`config.mk`:
```
export PLATFORM = sky130hd
export DESIGN_NAME = epoch_seconds_to_calendar_core
export DESIGN_NICKNAME = d
export VERILOG_FILES = /design/src/rtl/esc_pkg.sv /design/src/rtl/esc_dp.sv /design/src/rtl/esc_ctrl.sv /design/src/rtl/epoch_seconds_to_calendar_core.sv
export SDC_FILE = /design/constraint.sdc
export NUM_CORES = 2
export LEC_CHECK = 0
export ABC_AREA = 1
export BUFFER_PORTS_ARGS = -buffer_cell sky130_fd_sc_hd__buf_2
export CAP_MARGIN = 30
export CORE_MARGIN = 8
export CORE_UTILIZATION = 25
export DETAILED_ROUTE_END_ITERATION = 7
export MAX_ROUTING_LAYER = met4
export SETUP_SLACK_MARGIN = 0.02
export SYNTH_ARGS = -nofsm -noshare
export SYNTH_HDL_FRONTEND = slang
export SYNTH_SLANG_ARGS = --single-unit
```
`constraint.sdc`:
```
create_clock -name clk_i -period 8.56 [get_ports clk_i]
set_input_delay 0.428 -clock clk_i [delete_from_list [all_inputs] [get_ports clk_i]]
set_output_delay 0.428 -clock clk_i [all_outputs]
set_load 0.03 [all_outputs]
```
`src/rtl/esc_pkg.sv`:
```
// Shared types and constants for the epoch seconds to calendar converter.
`default_nettype none

package esc_pkg;

  // Reciprocal multipliers for exact division by small constants.
  // q = (x * recip) >> shift is exact over the whole operand range used.
  localparam logic [31:0] Recip60 = 32'h8888_8889;  // shift 37, any 32-bit x
  localparam logic [31:0] Recip3  = 32'hAAAA_AAAB;  // shift 33, any 32-bit x
  localparam logic [31:0] Recip7  = 32'h9249_2493;  // shift 34, x below 2^31

  localparam logic [31:0] SecsPerMin  = 32'd60;
  localparam logic [31:0] HoursPerDay = 32'd24;
  localparam logic [31:0] DaysPerWeek = 32'd7;
  localparam logic [31:0] EpochWday   = 32'd4;

  localparam logic [7:0] EpochYearOff = 8'd70;
  localparam logic [7:0] Year1900Off  = 8'd0;
  localparam logic [7:0] Year2100Off  = 8'd200;
  localparam logic [3:0] MonthLast    = 4'd11;

  // Divisor selection for the shared reciprocal multiplier.
  typedef enum logic [1:0] {
    DIV_60,
    DIV_24,
    DIV_7
  } div_e;

  // Where the remainder of a division step lands.
  typedef enum logic [1:0] {
    DST_SEC,
    DST_MIN,
    DST_HR,
    DST_WDAY
  } dst_e;

  typedef enum logic [3:0] {
    ST_IDLE,
    ST_MUL_SEC,
    ST_QUO_SEC,
    ST_MUL_MIN,
    ST_QUO_MIN,
    ST_MUL_HR,
    ST_QUO_HR,
    ST_MUL_WD,
    ST_QUO_WD,
    ST_YEAR,
    ST_MONTH,
    ST_DONE
  } state_e;

  typedef struct packed {
    logic load;
    logic mul;
    logic quo;
    div_e sel;
    dst_e dst;
    logic year_sub;
    logic yday_cap;
    logic month_sub;
  } dp_cmd_t;

  typedef struct packed {
    logic year_ge;
    logic month_ge;
  } dp_sts_t;

endpackage

`default_nettype wire

```
`src/rtl/esc_dp.sv`:
```
// Datapath: shared reciprocal multiplier, year and month subtraction registers.
`default_nettype none

module esc_dp (
  input  logic                 clk_i,
  input  logic [31:0]          epoch_seconds_i,
  input  esc_pkg::dp_cmd_t     cmd_i,
  output esc_pkg::dp_sts_t     sts_o,
  output logic [5:0]           second_of_minute_o,
  output logic [5:0]           minute_of_hour_o,
  output logic [4:0]           hour_of_day_o,
  output logic [4:0]           day_of_month_o,
  output logic [3:0]           month_index_o,
  output logic [7:0]           years_since_1900_o,
  output logic [8:0]           day_of_year_o,
  output logic [2:0]           weekday_o
);

  logic [31:0] acc_q, acc_d;
  logic [63:0] prod_q;
  logic [5:0]  sec_q, min_q;
  logic [4:0]  hr_q;
  logic [2:0]  wday_q;
  logic [7:0]  yr_q, yr_d;
  logic [3:0]  mon_q, mon_d;
  logic [8:0]  yday_q;

  logic [31:0] dividend, mul_op, recip, quo, divisor, quo_x_div;
  logic [5:0]  rem;
  logic        leap;
  logic [8:0]  year_len;
  logic [4:0]  month_len;

  // Years 1900 and 2100 are the only multiples of four in range that are not leap.
  assign leap = (yr_q[1:0] == 2'b00) && (yr_q != esc_pkg::Year1900Off)
                && (yr_q != esc_pkg::Year2100Off);
  assign year_len = leap ? 9'd366 : 9'd365;

  always_comb begin
    case (mon_q) inside
      4'd1:                   month_len = leap ? 5'd29 : 5'd28;
      4'd3, 4'd5, 4'd8, 4'd10: month_len = 5'd30;
      default:                month_len = 5'd31;
    endcase
  end

  assign sts_o.year_ge  = acc_q >= 32'(year_len);
  assign sts_o.month_ge = (mon_q != esc_pkg::MonthLast) && (acc_q >= 32'(month_len));

  // The weekday step divides days + 4; the hour step divides by 24 as (x / 8) / 3.
  always_comb begin
    dividend = (cmd_i.sel == esc_pkg::DIV_7) ? acc_q + esc_pkg::EpochWday : acc_q;
    unique case (cmd_i.sel)
      esc_pkg::DIV_24: begin
        mul_op  = {3'b000, dividend[31:3]};
        recip   = esc_pkg::Recip3;
        quo     = {1'b0, prod_q[63:33]};
        divisor = esc_pkg::HoursPerDay;
      end
      esc_pkg::DIV_7: begin
        mul_op  = dividend;
        recip   = esc_pkg::Recip7;
        quo     = {2'b00, prod_q[63:34]};
        divisor = esc_pkg::DaysPerWeek;
      end
      default: begin
        mul_op  = dividend;
        recip   = esc_pkg::Recip60;
        quo     = {5'b00000, prod_q[63:37]};
        divisor = esc_pkg::SecsPerMin;
      end
    endcase
    quo_x_div = 32'(quo * divisor);
    rem       = 6'(dividend - quo_x_div);
  end

  always_comb begin
    acc_d = acc_q;
    yr_d  = yr_q;
    mon_d = mon_q;
    if (cmd_i.load) begin
      acc_d = epoch_seconds_i;
      yr_d  = esc_pkg::EpochYearOff;
      mon_d = 4'd0;
    end else if (cmd_i.quo && (cmd_i.dst != esc_pkg::DST_WDAY)) begin
      acc_d = quo;
    end else if (cmd_i.year_sub) begin
      acc_d = acc_q - 32'(year_len);
      yr_d  = yr_q + 8'd1;
    end else if (cmd_i.month_sub) begin
      acc_d = acc_q - 32'(month_len);
      mon_d = mon_q + 4'd1;
    end
  end

  always_ff @(posedge clk_i) begin
    acc_q <= acc_d;
    yr_q  <= yr_d;
    mon_q <= mon_d;
    if (cmd_i.mul) begin
      prod_q <= 64'(mul_op) * 64'(recip);
    end
    if (cmd_i.yday_cap) begin
      yday_q <= acc_q[8:0];
    end
    if (cmd_i.quo) begin
      case (cmd_i.dst)
        esc_pkg::DST_SEC: sec_q  <= rem;
        esc_pkg::DST_MIN: min_q  <= rem;
        esc_pkg::DST_HR:  hr_q   <= rem[4:0];
        default:          wday_q <= rem[2:0];
      endcase
    end
  end

  assign second_of_minute_o = sec_q;
  assign minute_of_hour_o   = min_q;
  assign hour_of_day_o      = hr_q;
  assign day_of_month_o     = acc_q[4:0] + 5'd1;
  assign month_index_o      = mon_q;
  assign years_since_1900_o = yr_q;
  assign day_of_year_o      = yday_q;
  assign weekday_o          = wday_q;

endmodule

`default_nettype wire

```
`src/rtl/esc_ctrl.sv`:
```
// Controller: sequences the division steps, the year walk and the month walk.
`default_nettype none

module esc_ctrl (
  input  logic             clk_i,
  input  logic             rst_ni,
  input  logic             start_i,
  input  esc_pkg::dp_sts_t sts_i,
  output esc_pkg::dp_cmd_t cmd_o,
  output logic             busy_o,
  output logic             valid_o
);

  esc_pkg::state_e state_q, state_d;
  logic accept;

  assign busy_o  = (state_q != esc_pkg::ST_IDLE) && (state_q != esc_pkg::ST_DONE);
  assign valid_o = (state_q == esc_pkg::ST_DONE);
  assign accept  = start_i && !busy_o;

  always_comb begin
    state_d = state_q;
    unique case (state_q)
      esc_pkg::ST_IDLE, esc_pkg::ST_DONE: begin
        state_d = accept ? esc_pkg::ST_MUL_SEC : esc_pkg::ST_IDLE;
      end
      esc_pkg::ST_MUL_SEC: state_d = esc_pkg::ST_QUO_SEC;
      esc_pkg::ST_QUO_SEC: state_d = esc_pkg::ST_MUL_MIN;
      esc_pkg::ST_MUL_MIN: state_d = esc_pkg::ST_QUO_MIN;
      esc_pkg::ST_QUO_MIN: state_d = esc_pkg::ST_MUL_HR;
      esc_pkg::ST_MUL_HR:  state_d = esc_pkg::ST_QUO_HR;
      esc_pkg::ST_QUO_HR:  state_d = esc_pkg::ST_MUL_WD;
      esc_pkg::ST_MUL_WD:  state_d = esc_pkg::ST_QUO_WD;
      esc_pkg::ST_QUO_WD:  state_d = esc_pkg::ST_YEAR;
      esc_pkg::ST_YEAR: begin
        if (!sts_i.year_ge) begin
          state_d = esc_pkg::ST_MONTH;
        end
      end
      esc_pkg::ST_MONTH: begin
        if (!sts_i.month_ge) begin
          state_d = esc_pkg::ST_DONE;
        end
      end
      default: state_d = esc_pkg::ST_IDLE;
    endcase
  end

  always_comb begin
    cmd_o = '0;
    cmd_o.sel = esc_pkg::DIV_60;
    cmd_o.dst = esc_pkg::DST_SEC;
    unique case (state_q)
      esc_pkg::ST_IDLE, esc_pkg::ST_DONE: cmd_o.load = accept;
      esc_pkg::ST_MUL_SEC: cmd_o.mul = 1'b1;
      esc_pkg::ST_QUO_SEC: cmd_o.quo = 1'b1;
      esc_pkg::ST_MUL_MIN: cmd_o.mul = 1'b1;
      esc_pkg::ST_QUO_MIN: begin
        cmd_o.quo = 1'b1;
        cmd_o.dst = esc_pkg::DST_MIN;
      end
      esc_pkg::ST_MUL_HR: begin
        cmd_o.mul = 1'b1;
        cmd_o.sel = esc_pkg::DIV_24;
      end
      esc_pkg::ST_QUO_HR: begin
        cmd_o.quo = 1'b1;
        cmd_o.sel = esc_pkg::DIV_24;
        cmd_o.dst = esc_pkg::DST_HR;
      end
      esc_pkg::ST_MUL_WD: begin
        cmd_o.mul = 1'b1;
        cmd_o.sel = esc_pkg::DIV_7;
      end
      esc_pkg::ST_QUO_WD: begin
        cmd_o.quo = 1'b1;
        cmd_o.sel = esc_pkg::DIV_7;
        cmd_o.dst = esc_pkg::DST_WDAY;
      end
      esc_pkg::ST_YEAR: begin
        cmd_o.year_sub = sts_i.year_ge;
        cmd_o.yday_cap = !sts_i.year_ge;
      end
      esc_pkg::ST_MONTH: cmd_o.month_sub = sts_i.month_ge;
      default: cmd_o.load = 1'b0;
    endcase
  end

  always_ff @(posedge clk_i or negedge rst_ni) begin
    if (!rst_ni) begin
      state_q <= esc_pkg::ST_IDLE;
    end else begin
      state_q <= state_d;
    end
  end

endmodule

`default_nettype wire

```
`src/rtl/epoch_seconds_to_calendar_core.sv`:
```
// Top level of the epoch seconds to calendar converter.
`default_nettype none

// A word is accepted at a rising edge with start_i high and busy_o low. The
// block splits the 32-bit count of seconds since 1970-01-01 00:00:00 UTC into
// second, minute, hour, day of month, month (0 is January), years since 1900,
// day of year and weekday (0 is Sunday; 1970-01-01 was a Thursday). The result
// word appears for exactly one cycle, marked by valid_o, and the receiver must
// take it then: it cannot stall the block. A word passes through the division
// steps, then a year walk and a month walk through the final year, before
// valid_o rises. The year walk dominates: one year is subtracted per cycle. The
// divisions by 60, 60, 24 and 7 share one 32 by 32 reciprocal multiplier, each
// as a multiply state and a quotient state. A new word may be started in the
// same cycle that valid_o is shown. The block keeps no state between words.
module epoch_seconds_to_calendar_core (
  input  logic        clk_i,
  input  logic        rst_ni,
  input  logic        start_i,
  input  logic [31:0] epoch_seconds_i,
  output logic        busy_o,
  output logic        valid_o,
  output logic [5:0]  second_of_minute_o,
  output logic [5:0]  minute_of_hour_o,
  output logic [4:0]  hour_of_day_o,
  output logic [4:0]  day_of_month_o,
  output logic [3:0]  month_index_o,
  output logic [7:0]  years_since_1900_o,
  output logic [8:0]  day_of_year_o,
  output logic [2:0]  weekday_o
);

  esc_pkg::dp_cmd_t cmd;
  esc_pkg::dp_sts_t sts;

  // The controller owns the handshake and issues one datapath command a cycle.
  esc_ctrl u_ctrl (
    .clk_i   (clk_i),
    .rst_ni  (rst_ni),
    .start_i (start_i),
    .sts_i   (sts),
    .cmd_o   (cmd),
    .busy_o  (busy_o),
    .valid_o (valid_o)
  );

  // The datapath holds the running day count and all result fields.
  esc_dp u_dp (
    .clk_i              (clk_i),
    .epoch_seconds_i    (epoch_seconds_i),
    .cmd_i              (cmd),
    .sts_o              (sts),
    .second_of_minute_o (second_of_minute_o),
    .minute_of_hour_o   (minute_of_hour_o),
    .hour_of_day_o      (hour_of_day_o),
    .day_of_month_o     (day_of_month_o),
    .month_index_o      (month_index_o),
    .years_since_1900_o (years_since_1900_o),
    .day_of_year_o      (day_of_year_o),
    .weekday_o          (weekday_o)
  );

  // The result strobe lasts a single cycle.
  assert property (@(posedge clk_i) disable iff (!rst_ni) valid_o |=> !valid_o)
    else $error("result strobe held longer than one cycle");

  // An accepted word keeps the block busy on the next cycle.
  assert property (@(posedge clk_i) disable iff (!rst_ni)
                   (start_i && !busy_o) |=> (busy_o && !valid_o))
    else $error("accepted word did not start a conversion");

  // Every time field of a delivered word is within its range.
  assert property (@(posedge clk_i) disable iff (!rst_ni)
                   valid_o |-> (second_of_minute_o < 6'd60) && (minute_of_hour_o < 6'd60)
                               && (hour_of_day_o < 5'd24) && (weekday_o < 3'd7))
    else $error("time of day or weekday out of range");

  // The month walk ends inside the year and inside the month.
  assert property (@(posedge clk_i) disable iff (!rst_ni)
                   valid_o |-> (month_index_o <= 4'd11) && (day_of_month_o != 5'd0)
                               && (day_of_year_o <= 9'd365))
    else $error("calendar date out of range");

endmodule

`default_nettype wire
```
==> impl.org <==
** Clocking
- Clock transition time at the flip-flop clock pins of the worst setup and hold paths :: 0.08 ns
- TritonCTS created 9 clock buffers.
- The clock passes through at most 2 buffers.
- TritonCTS built the clock tree.
- The tree is rooted in a clkbuf_16.
- The clock tree synthesis step divided the H-tree into 3 levels.
- Clock latency on the worst-skew pair, taken at its later pin, is 0.39 ns.
- Counting every sink on the clock net gives around 110.

** Power and ir drop
- Per report_power, the sequential group accounts for between 50% and 60% of the total.
- VDD sags by at most about 0.000078 V.
- Leak Pwr :: between 20 and 25 nW
- Design internal power :: 0.0007649 W
- Clk pwr share :: between 40% and 50%
- In this run the power density over the cells is 23.57 nW/µm².
- Switching share of power :: 22.95%
- Combinational share of power :: 0.9%
- For this design the total switching power over the nets is 0.0002278 W.

** STA
- Final hold violations :: 0
- Least-Margin Pin Slew :: 0.7966 ns
- Worst hold margin :: 0.3479 ns
- Worst relative slew slack :: 46.57%
- After routing, the total negative slack on setup checks comes to 0 ns.
- Fraction of the cycle the final worst path needs :: 97.67%
- The number of max-slew violations in the final report came to 0.
- For this run, the top clock speed supported by timing is roughly 120 MHz.
- Final number of setup-violating endpoints :: 0
- The worst path needs 8.361 ns of the cycle, external delays included.
- Setup repair after global routing could not meet its margin everywhere.
- On the final layout, the worst clock skew is 0.02067 ns.

** Drt
- Via count normalized by instance count :: 4.560
- Wires add up to 123800 µm.
- Post-route DRC violation count :: 0
- Drt pass-1 iters :: 5
- The detail route stage leaves a number of antenna-violating nets equal to 0.
- The routed layout has 28039 vias.
- Post-DR wirelength/cell :: 20.13 µm
- The first routing iteration left 2400 violations.

** Layout
- Share of final-layout standard cells stronger than drive strength 1 :: 30.04%
- Final core utilization :: 33.49%
- Footprint of the multi-input gates :: 27030 µm²
- The net count of the finished layout is about 5500.
- Synthesis-to-finish area growth :: 32.77%
- The layout has 13053 filler cells.
- Most used cells in the layout excluding fill and tap cells :: inv_1, buf_4, fa_1
- Registers take 3103 µm².
- Most frequent standard cell in the layout excluding fill and tap cells :: inv_1

** Synthesis
- The synthesized design devotes to its leading area cell type 36.67% of total area.
- Cell taking the most area after synthesis :: fa_1
- For this run, the register share of the synthesized area comes to 9.783%.
- Synthesis produced a netlist with a net count of 4761.
- Count of unique library cells instantiated by Yosys :: 61
- Synthesis handed over a netlist of around 3800 instances.
- Summing every instance area after synthesis gives 31720 µm².
- Most frequently used flop master after synthesis :: edfxtp_1
- FFs w/ async S/R, synth :: 3.704%
- For this run, the number of Yosys warnings is 0.
- Mean instance size in the synthesized netlist :: around 8.4 µm²
- Leading post-synthesis cells by cell area :: fa_1, ha_1, inv_1
- Synthesis inferred 108 register bits.
- Yosys mapped a number of flops with a built-in enable equal to 92.

** Global route
- Entering global routing, the biggest net connects slightly below 60 pins.
- Global-route usage over all layers :: 18.04%
- Vias in the first global route :: between 20000 and 30000
- The initial antenna violation count is 1.
- The first global-routing pass estimated 182400 µm of wire.
- Congestion Overflow GR :: 0

** Worst hold path
- The path class of the tightest hold or removal check is primary input to register.
- Depth of the worst hold-timing path :: 3
- The startpoint identified for the worst hold timing path is epoch_seconds_i[0].
- End point of the most critical hold path :: u_dp.acc_q[0]

** Worst setup path
- In this design, the stage delay of the slowest critical-path cell is 0.56 ns.
- FF-to-FF End :: u_dp.prod_q[46]
- Measured in cells, the most critical reg-to-reg path has a length of 41.
- In this run the worst path has a maximum fanout of 5.
- Bufs and invs on worst path :: 14
- Grouping stages by cell kind, the critical path spends the most delay in adder cells.
- Cell repeated most along the worst path :: fa_1
- STA classifies the critical path endpoint as a register.
- In this run the critical register-to-register path is launched from u_ctrl.state_q[2].
- Worst reg-to-reg setup slack :: between 0.15 and 0.2 ns
- STA classifies the critical path startpoint as a register.
- For the worst setup path, the data arrival time is between 8 and 9 ns.
- Critical path required time :: 8.69 ns
- The worst setup path is of the register to register kind.
- Cell type of the slowest stage on the worst timing path :: fa_1

** Status
- Result of the run :: complete, no violations

** Die
- Number of placed I/O pins :: 83
- Measured along the y axis, the die boundary spans 372.2 µm.
- After floorplanning, the core was divided into 130 placement rows.
- The die covers 138500 µm².
- The initial utilization of the core area, before any placement, comes to 25.23%.
- Width of the die :: 372.2 µm
- The region available for standard cell placement spans 125700 µm².

** Placement
- Number of buffer cells added on primary ports :: 82
- Final Wtd Congestion :: 1.022
- Post-detailed-placement half-perimeter wirelength :: 110700 µm

** Run
- Max-cap violations in this run came to 0.
worst reg2reg max path: cells and delay by family, from the launching register on:
family          cells  cell delay (ns)
flops               1             0.42
buf+inv            14             1.48
xor+xnor            2             0.41
compound gates      6             0.73
fa+ha+maj          10             4.04
simple gates        9             1.01
state kept, by name, summed over array words and instances (netlist names), 4 cells and up:
register / cells
u_dp.second_of_minute_o: 6
u_dp.minute_of_hour_o: 6
u_dp.month_index_o: 4
u_dp.prod_q: 31
u_dp.years_since_1900_o: 8
u_dp.acc_q: 32
u_dp.day_of_year_o: 9
u_ctrl.state_q: 4
u_dp.hour_of_day_o: 5
Yosys cell counts, types with 4 or more instances:
library cell and count:
nor4_1 11, nand2_1 501, a21o_1 6, a31oi_1 22, buf_2 25, o31ai_1 4
o211ai_1 8, nand3_1 86, a211oi_1 6, ha_1 384, clkinv_1 4, nor2_2 16
buf_4 6, o221ai_1 8, nand4_1 22, nor2_1 393, o21a_1 13, dfxtp_1 12
inv_1 958, o21ai_0 134, xnor2_1 17, o22ai_1 5, inv_2 22, fa_1 581
buf_6 8, dfrtp_1 4, o21bai_1 5, nor3_1 34, nand2_2 19, buf_1 6
o21ai_1 14, xor2_1 108, nand2_4 6, o21ai_2 5, clkbuf_1 21, edfxtp_1 92
a21oi_1 144, or2_2 4, o2111ai_1 6, nor2_4 10
layer usage:
layer,track usage (%),vias to the layer above,share of wire (%)
met5,-,-,0
met4,3.181,0,2.7
li1,-,12938,-
met2,28.81,963,46
met3,1.844,140,6.6
met1,25.08,13998,45
cell families (layout without fill, tap and decap cells):
kind of cell | after synthesis | after routing | synth area share, %
fa+ha+maj | 965 | 965 | 51.82
other cells | 0 | 1 | 0
compound gates | 389 | 389 | 6.912
buf+inv | 1051 | 1788 | 12.80
simple gates | 1122 | 1122 | 15.18
xor+xnor | 126 | 126 | 3.503
flops | 108 | 108 | 9.783
per-stage QoR:
stage / cells / setup WS (ns) / instance area, µm² / total power [W]
3_3_place_gp: 6085 / -0.5687 / 38890 / 0.0005822
5_1_grt: 6149 / -0.1202 / 42110 / 0.001017
2_1_floorplan: 3761 / 0.2401 / 31720 / 0.0005738
4_1_cts: 6117 / 0.006509 / 39960 / 0.0009988
6_report: 6149 / 0.1992 / 42110 / 0.0009927
3_5_place_dp: 6086 / -0.5862 / 38900 / 0.0005826
worst max-delay path by stage:
| stage | start | end | cells after the start |
|---|---|---|---|
| global route | u_ctrl.state_q[3] | u_dp.prod_q[63] | 46 |
| CTS | u_ctrl.state_q[1] | u_dp.prod_q[59] | 41 |
| finish | u_ctrl.state_q[2] | u_dp.prod_q[46] | 41 |
| floorplan | u_ctrl.state_q[3] | u_dp.prod_q[59] | 44 |
| global placement | u_ctrl.state_q[1] | u_dp.prod_q[59] | 38 |
| detailed placement | u_ctrl.state_q[1] | u_dp.prod_q[59] | 38 |
final cells by class:
class,instances,share of cell area (%)
Sequential cell,108,7.368
Tap cell,1650,4.902
Clock inverter,6,0.09508
Inverter,985,8.893
Timing Repair Buffer,788,14.01
Clock buffer,9,0.5348
Antenna cell,1,0.005942
Multi-Input combinational cell,2602,64.19
repair_timing:
action | in CTS | in global routing
gates resized for setup | 161 | 480
hold buffers | 1 | 0
hold endpoints to repair | 4 | 0
buffers inserted | 15 | 31
pin swaps | 32 | 150
setup endpoints to repair | 31 | 31
power by group through the flow:
stage               clock network (W)  registers (W)     logic (W)
global placement                    0       0.000574    0.00000848
CTS                          0.000428       0.000562    0.00000924
detailed placement                  0       0.000574    0.00000884
floorplan                           0       0.000574  0.0000000813
global route                 0.000445       0.000562    0.00000991
finish                       0.000422       0.000562    0.00000908
(Power assumes the default switching activity.)
